## src/design/tlv_stream_deframer_assert.svh

```systemverilog
// Assertion macros shared by the deframer RTL.
`ifndef TLV_STREAM_DEFRAMER_ASSERT_SVH
`define TLV_STREAM_DEFRAMER_ASSERT_SVH

// expr must hold at every clock edge outside reset
`define TLVDF_ASSERT_HOLD(lbl, expr, msg) \
  lbl: assert property (@(posedge clk) disable iff (rst) (expr)) else $error(msg);

// cons must hold in the cycle after ante
`define TLVDF_ASSERT_NEXT(lbl, ante, cons, msg) \
  lbl: assert property (@(posedge clk) disable iff (rst) (ante) |=> (cons)) else $error(msg);

`endif

```

## src/design/tlvdf_pkg.sv

```systemverilog
// Types and constants of the TLV stream deframer.
package tlvdf_pkg;

  localparam int unsigned ByteW = 8;
  localparam int unsigned LenW  = 32;
  localparam int unsigned SeenW = 3;
  localparam int unsigned PhaseW = 2;

  localparam logic [PhaseW-1:0] PH_TYPE    = 2'd0;
  localparam logic [PhaseW-1:0] PH_LEN     = 2'd1;
  localparam logic [PhaseW-1:0] PH_PAYLOAD = 2'd2;

  localparam logic [SeenW-1:0] LEN_BYTES = 3'd4;

  typedef struct packed {
    logic             empty_message;
    logic             last_of_message;
    logic [ByteW-1:0] payload_byte;
    logic [ByteW-1:0] message_type;
  } tlv_result_t;

endpackage

```

## src/design/tlvdf_core.sv

```systemverilog
// Input register and record-parsing state; one byte decoded per cycle unless the result side stalls.
module tlvdf_core
  import tlvdf_pkg::*;
(
  input  logic                 clk,
  input  logic                 rst,
  input  logic                 in_valid,
  output logic                 in_ready,
  input  logic [ByteW-1:0]     in_byte,
  output logic                 res_valid,
  input  logic                 res_ready,
  output tlv_result_t          res
);

  logic              held_valid;
  logic [ByteW-1:0]  held_byte;
  logic              advance;

  logic [PhaseW-1:0] phase, phase_next;
  logic [SeenW-1:0]  seen, seen_next;
  logic [ByteW-1:0]  cur_type, cur_type_next;
  logic [LenW-1:0]   remaining, remaining_next;
  logic              has_result;

  logic [LenW-1:0]   rem_shift;
  logic [LenW-1:0]   rem_dec;
  logic [SeenW-1:0]  seen_inc;

  assign rem_shift = {remaining[LenW-ByteW-1:0], held_byte};
  assign rem_dec   = remaining - LenW'(1);
  assign seen_inc  = seen + SeenW'(1);

  always_comb begin
    phase_next     = phase;
    seen_next      = seen;
    cur_type_next  = cur_type;
    remaining_next = remaining;
    has_result     = 1'b0;
    res.message_type    = cur_type;
    res.payload_byte    = '0;
    res.last_of_message = 1'b0;
    res.empty_message   = 1'b0;
    case (phase)
      PH_LEN: begin
        remaining_next = rem_shift;
        if (seen_inc != '0 && seen_inc < LEN_BYTES) begin
          seen_next = seen_inc;
        end else begin
          seen_next = '0;
          if (rem_shift == '0) begin
            phase_next          = PH_TYPE;
            has_result          = 1'b1;
            res.last_of_message = 1'b1;
            res.empty_message   = 1'b1;
          end else begin
            phase_next = PH_PAYLOAD;
          end
        end
      end
      PH_PAYLOAD: begin
        remaining_next   = rem_dec;
        has_result       = 1'b1;
        res.payload_byte = held_byte;
        if (rem_dec == '0) begin
          phase_next          = PH_TYPE;
          res.last_of_message = 1'b1;
        end
      end
      default: begin
        cur_type_next  = held_byte;
        seen_next      = '0;
        remaining_next = '0;
        phase_next     = PH_LEN;
      end
    endcase
  end

  assign advance   = held_valid && (res_ready || !has_result);
  assign in_ready  = !held_valid || advance;
  assign res_valid = held_valid && has_result;

  always_ff @(posedge clk) begin
    if (rst) begin
      held_valid <= 1'b0;
      phase      <= PH_TYPE;
      seen       <= '0;
      cur_type   <= '0;
      remaining  <= '0;
    end else begin
      if (in_ready) begin
        held_valid <= in_valid;
      end
      if (advance) begin
        phase     <= phase_next;
        seen      <= seen_next;
        cur_type  <= cur_type_next;
        remaining <= remaining_next;
      end
    end
  end

  always_ff @(posedge clk) begin
    if (in_ready && in_valid) begin
      held_byte <= in_byte;
    end
  end

endmodule

```

## src/design/tlvdf_skid.sv

```systemverilog
// Result register with a skid stage that absorbs one result under back-pressure before the core stalls.
module tlvdf_skid
  import tlvdf_pkg::*;
(
  input  logic         clk,
  input  logic         rst,
  input  logic         in_valid,
  output logic         in_ready,
  input  tlv_result_t  in_data,
  output logic         out_valid,
  input  logic         out_ready,
  output tlv_result_t  out_data
);

  logic        skid_valid;
  tlv_result_t skid_data;

  assign in_ready = !skid_valid;

  always_ff @(posedge clk) begin
    if (rst) begin
      out_valid  <= 1'b0;
      skid_valid <= 1'b0;
    end else if (out_ready || !out_valid) begin
      if (skid_valid) begin
        out_valid  <= 1'b1;
        skid_valid <= 1'b0;
      end else begin
        out_valid <= in_valid;
      end
    end else if (in_valid && !skid_valid) begin
      skid_valid <= 1'b1;
    end
  end

  always_ff @(posedge clk) begin
    if (out_ready || !out_valid) begin
      out_data <= skid_valid ? skid_data : in_data;
    end else if (in_valid && !skid_valid) begin
      skid_data <= in_data;
    end
  end

endmodule

```

## src/design/tlv_stream_deframer.sv

```systemverilog
// Top level of the TLV stream deframer.
//
//  channel  dir  tdata                                     tlast            tuser
//  s_axis   in   [7:0] data_byte                           -                -
//  m_axis   out  [7:0] message_type, [15:8] payload_byte   last_of_message  empty_message
//
// One input beat per cycle unless m_axis stalls; each result is registered in the skid stage.
// The rate is set by the combinational parse step between input and result registers.
// Type and length bytes give no result; each payload byte and each empty record give one.
// rst is synchronous; it returns the parser to expecting a type byte.
// Output stalls are absorbed by a skid stage, then back up to s_axis_tready.
module tlv_stream_deframer
  import tlvdf_pkg::*;
(
  input  logic        clk,
  input  logic        rst,
  input  logic        s_axis_tvalid,
  output logic        s_axis_tready,
  input  logic [7:0]  s_axis_tdata,   // [7:0] data_byte
  output logic        m_axis_tvalid,
  input  logic        m_axis_tready,
  output logic [15:0] m_axis_tdata,   // [7:0] message_type, [15:8] payload_byte
  output logic        m_axis_tlast,   // last_of_message
  output logic        m_axis_tuser    // [0] empty_message
);

  `include "tlv_stream_deframer_assert.svh"

  logic        res_valid;
  logic        res_ready;
  tlv_result_t res;
  tlv_result_t out_res;

  tlvdf_core u_core (
    .clk       (clk),
    .rst       (rst),
    .in_valid  (s_axis_tvalid),
    .in_ready  (s_axis_tready),
    .in_byte   (s_axis_tdata),
    .res_valid (res_valid),
    .res_ready (res_ready),
    .res       (res)
  );

  tlvdf_skid u_skid (
    .clk       (clk),
    .rst       (rst),
    .in_valid  (res_valid),
    .in_ready  (res_ready),
    .in_data   (res),
    .out_valid (m_axis_tvalid),
    .out_ready (m_axis_tready),
    .out_data  (out_res)
  );

  assign m_axis_tdata = {out_res.payload_byte, out_res.message_type};
  assign m_axis_tlast = out_res.last_of_message;
  assign m_axis_tuser = out_res.empty_message;

  `TLVDF_ASSERT_HOLD(a_empty_is_last,
    !(m_axis_tvalid && m_axis_tuser) || (m_axis_tlast && m_axis_tdata[15:8] == 8'd0),
    "empty record beat without last or with non-zero payload")

  `TLVDF_ASSERT_HOLD(a_skid_implies_out, res_ready || m_axis_tvalid,
    "skid stage full while result register empty")

  `TLVDF_ASSERT_NEXT(a_drain_frees_skid, !res_ready && m_axis_tready, res_ready,
    "skid stage not emptied after result taken")

endmodule

```

## config.mk

```make
export PLATFORM = sky130hd
export DESIGN_NAME = tlv_stream_deframer
export DESIGN_NICKNAME = d
export VERILOG_FILES = /design/src/design/tlvdf_pkg.sv /design/src/design/tlvdf_core.sv /design/src/design/tlvdf_skid.sv /design/src/design/tlv_stream_deframer.sv
export VERILOG_INCLUDE_DIRS = /design/src /design/src/design
export SDC_FILE = /design/constraint.sdc
export NUM_CORES = 1
export LEC_CHECK = 0
export ABC_AREA = 1
export ABC_CLOCK_PERIOD_IN_PS = 8100
export BUFFER_PORTS_ARGS = -buffer_cell sky130_fd_sc_hd__buf_2
export CAP_MARGIN = 10
export CORE_UTILIZATION = 35
export DETAILED_ROUTE_END_ITERATION = 8
export PLACE_DENSITY_LB_ADDON = 0.1
export REMOVE_ABC_BUFFERS = 1
export SYNTH_ARGS = -nofsm -noshare
export SYNTH_HDL_FRONTEND = slang
export SYNTH_SLANG_ARGS = --single-unit
export TNS_END_PERCENT = 10
```

## constraint.sdc

```tcl
create_clock -name clk -period 8.1 [get_ports clk]
set_clock_uncertainty 0.05 [all_clocks]
set_input_delay 0.405 -clock clk [delete_from_list [all_inputs] [get_ports clk]]
set_output_delay 0.405 -clock clk [all_outputs]
set_load 0.05 [all_outputs]
```

==> qor.yml <==
status:
  status: "finished, final reports clean"
grt:
  grt_max_degree: 68
  grt_usage_pct: 19.04
  grt_pass1_vias: 4139
  grt_overflow: 0
  grt_pass1_wl_mm: 21.38
  antenna_found_initial: 0
drt:
  routed_wl_mm: 12.91
  dr_wl_met3_um: 665
  drtIter0Drc: 314
  drc: 0
  ant_nets: 0
  via_per_inst: 5.065
  wl_per_cell_um: 15.08
  drt-met1-wl_mm: 6.059
  first_pass_iters: 5
  dr.max_layer_used: "met4"
  vias: 4336
  dr_wl_met2_mm: 5.967
synthesis:
  avgSynthCellArea_um2: 7.598
  synth_area_um2: 4946
  yosysMostFrequentCell: "nand2_1"
  synthDominantCellAreaShare_pct: 26.71
  ys_ff_latch: 92
  yosysWarnings: 0
  ys_types: 31
  synth_edf_count: 44
  seq_area_frac_synth_pct: 46.14
  netlist_instances: 651
  synthTopCellsByArea: "edfxtp_1 27%, dfxtp_1 19%, nand2_1 11%, o21ai_0 6.7%, nor2_1 5.8%"
  synth_top_area_cell: "edfxtp_1"
  yosys-top-cells-count: "146 x nand2_1, 77 x nor2_1, 70 x inv_1"
  ys.flop_type: "dfxtp_1"
  async_reset_ff_share_pct: 0
power_and_ir_drop:
  p_per_area_nw_per_um2: 210.1
  p_total_mw: 1.161
  p_leak_nw: 2.402
  ir_drop_mv: 0.1048
clocking:
  cts_hold_buf: 0
  ctsLongestPathBuffers: 2
  numCtsBuffers: 9
  clock_latency_ns: 0.35
  cts_setup_buffers: 0
  postCtsResizedCells: 0
  htree_levels: 3
  cts_sinks: 92
  cts_tree: "built"
  cts_root_buf: "clkbuf_16"
  clk_pin_slew_worst_paths_ns: 0.07
cells_and_area:
  utilization_pct: 39.96
  area_growth_pct: 11.71
  antenna_cells: 0
  final_layout_size_suffix_gt1_share_pct: 13.61
  nNetsFinal: 690
  fin_area_um2: 5525
floorplanning:
  num_rows: 43
  io-pin-count: 32
  die-width_um: 120.9
  initial_core_util_pct: 35.77
  die-area_um2: 14610
  die_h_um: 120.9
  fp.coreArea_um2: 13830
critical_path:
  crit_path_end_kind: "register"
  critPathMaxFanout: 67
  reg2reg_slack_ns: 4.87
  crit_type: "reg -> reg"
  worst_ep_required_time_ns: 8.27
  worstSetupStartpointType: "register"
  crit_arrival_ns: 3.40
sta:
  tns_ns: 0
  worstMarginPinSlew_ns: 1.115
  fmax_mhz: 309.4
  rsz0062_at_grt: "no"
  post-route-period-util_pct: 39.90
  final-setup-viol-count: 0
  hold_violations: 0
  slew_headroom_pct: 25.51
  drv_slew: 0
  post-route-min-period_ns: 3.232
run:
  drv_cap: 0
placement:
  hpwl_mm: 9.300
  place_congestion: 0.9462
  dpl_cell_area_um2: 5231
  port_buffers: 31
hold_path:
  min_path_type: "in -> reg"
cell families (layout without fill, tap and decap cells):
family | count (synthesis) | after routing | share of synthesized area, %
AND/OR/NAND/NOR | 311 | 311 | 27.95
AO/OA/AOI/OAI | 137 | 137 | 15.05
buffers and inverters | 98 | 123 | 8.019
flip-flops | 92 | 92 | 46.14
adder cells (fa/ha/maj) | 7 | 7 | 1.771
XOR/XNOR | 6 | 6 | 1.062
routing by layer:
layer,GRT usage (%),vias to the layer above
li1,-,2197
met1,25.42,2024
met2,30.07,98
met3,4.652,17
met4,6.173,0
met5,0,-
cells in the final DEF, fill, tap and decap left out, types with 6 or more instances in the layout:
| cell | synthesis | layout |
|---|---|---|
| nand4_1 | 11 | 11 |
| buf_2 | 5 | 31 |
| nor2_1 | 77 | 77 |
| inv_1 | 70 | 70 |
| nand2_2 | 7 | 7 |
| nor2_2 | 11 | 11 |
| o21ai_0 | 66 | 66 |
| o22ai_1 | 8 | 8 |
| dfxtp_1 | 48 | 48 |
| clkbuf_16 | 0 | 9 |
| a21oi_1 | 34 | 34 |
| xor2_1 | 6 | 6 |
| a21oi_2 | 11 | 11 |
| ha_1 | 7 | 7 |
| o21ai_1 | 15 | 15 |
| edfxtp_1 | 44 | 44 |
| nand2_1 | 146 | 146 |
| nand3_1 | 47 | 47 |
stage by stage:
stage | hold WS, ns | setup slack (ns) | std cells
6_report | 0.1746 | 4.868 | 856
5_1_grt | 0.1556 | 4.552 | 856
4_1_cts | 0.1537 | 4.891 | 856
3_5_place_dp | 0.3964 | 4.906 | 840
3_3_place_gp | 0.3990 | 5.047 | 840
2_1_floorplan | 0.3752 | 4.706 | 626
report_power, final:
group / leakage [nW] / switching [mW] / internal, mW
sequential: 0.856 / 0.0178 / 0.509
combinational: 1.41 / 0.159 / 0.0578
clock: 0.140 / 0.195 / 0.223
total: 2.40 / 0.371 / 0.790
layout make-up:
class                   count  area [µm²]
flip-flops and latches     92        2282
repair buffers             34       177.7
clock inverters             6       55.05
fillers                  1420        8302
inverters                  73       274.0
well taps                 180       225.2
multi-input cells         461        2272
clock buffers              10       239.0
path summary, 6_finish.rpt:
check | start | end | cells past startpoint
max | u_core.phase[0] | u_core.cur_type[2] | 10
min | s_axis_tdata[3] | u_core.held_byte[3] | 1
max reg2reg | u_core.phase[0] | u_core.cur_type[2] | 10
min reg2reg | u_core.cur_type[3] | u_skid.skid_data[3] | 0
flip-flops by register name, indices dropped and copies added, names as in the netlist:
signal             flops
u_skid.out_valid       1
u_core.remaining      32
u_skid.skid_valid      1
u_core.held_valid      1
u_core.seen            3
u_skid.out_data       18
u_skid.skid_data      18
u_core.held_byte       8
u_core.cur_type        8
u_core.phase           2
critical path: stages, from the launching register on:
cell and delay [ns]:
dfxtp_1 0.36, inv_1 0.06, ha_1 0.29, inv_2 0.42, nand2_1 0.44, nand2_2 0.23
nand2_2 0.08, nand2_4 0.58, nor2_2 0.26, o21ai_0 0.26, a21oi_1 0.07
Note: power is estimated with default switching activity, not from simulation.
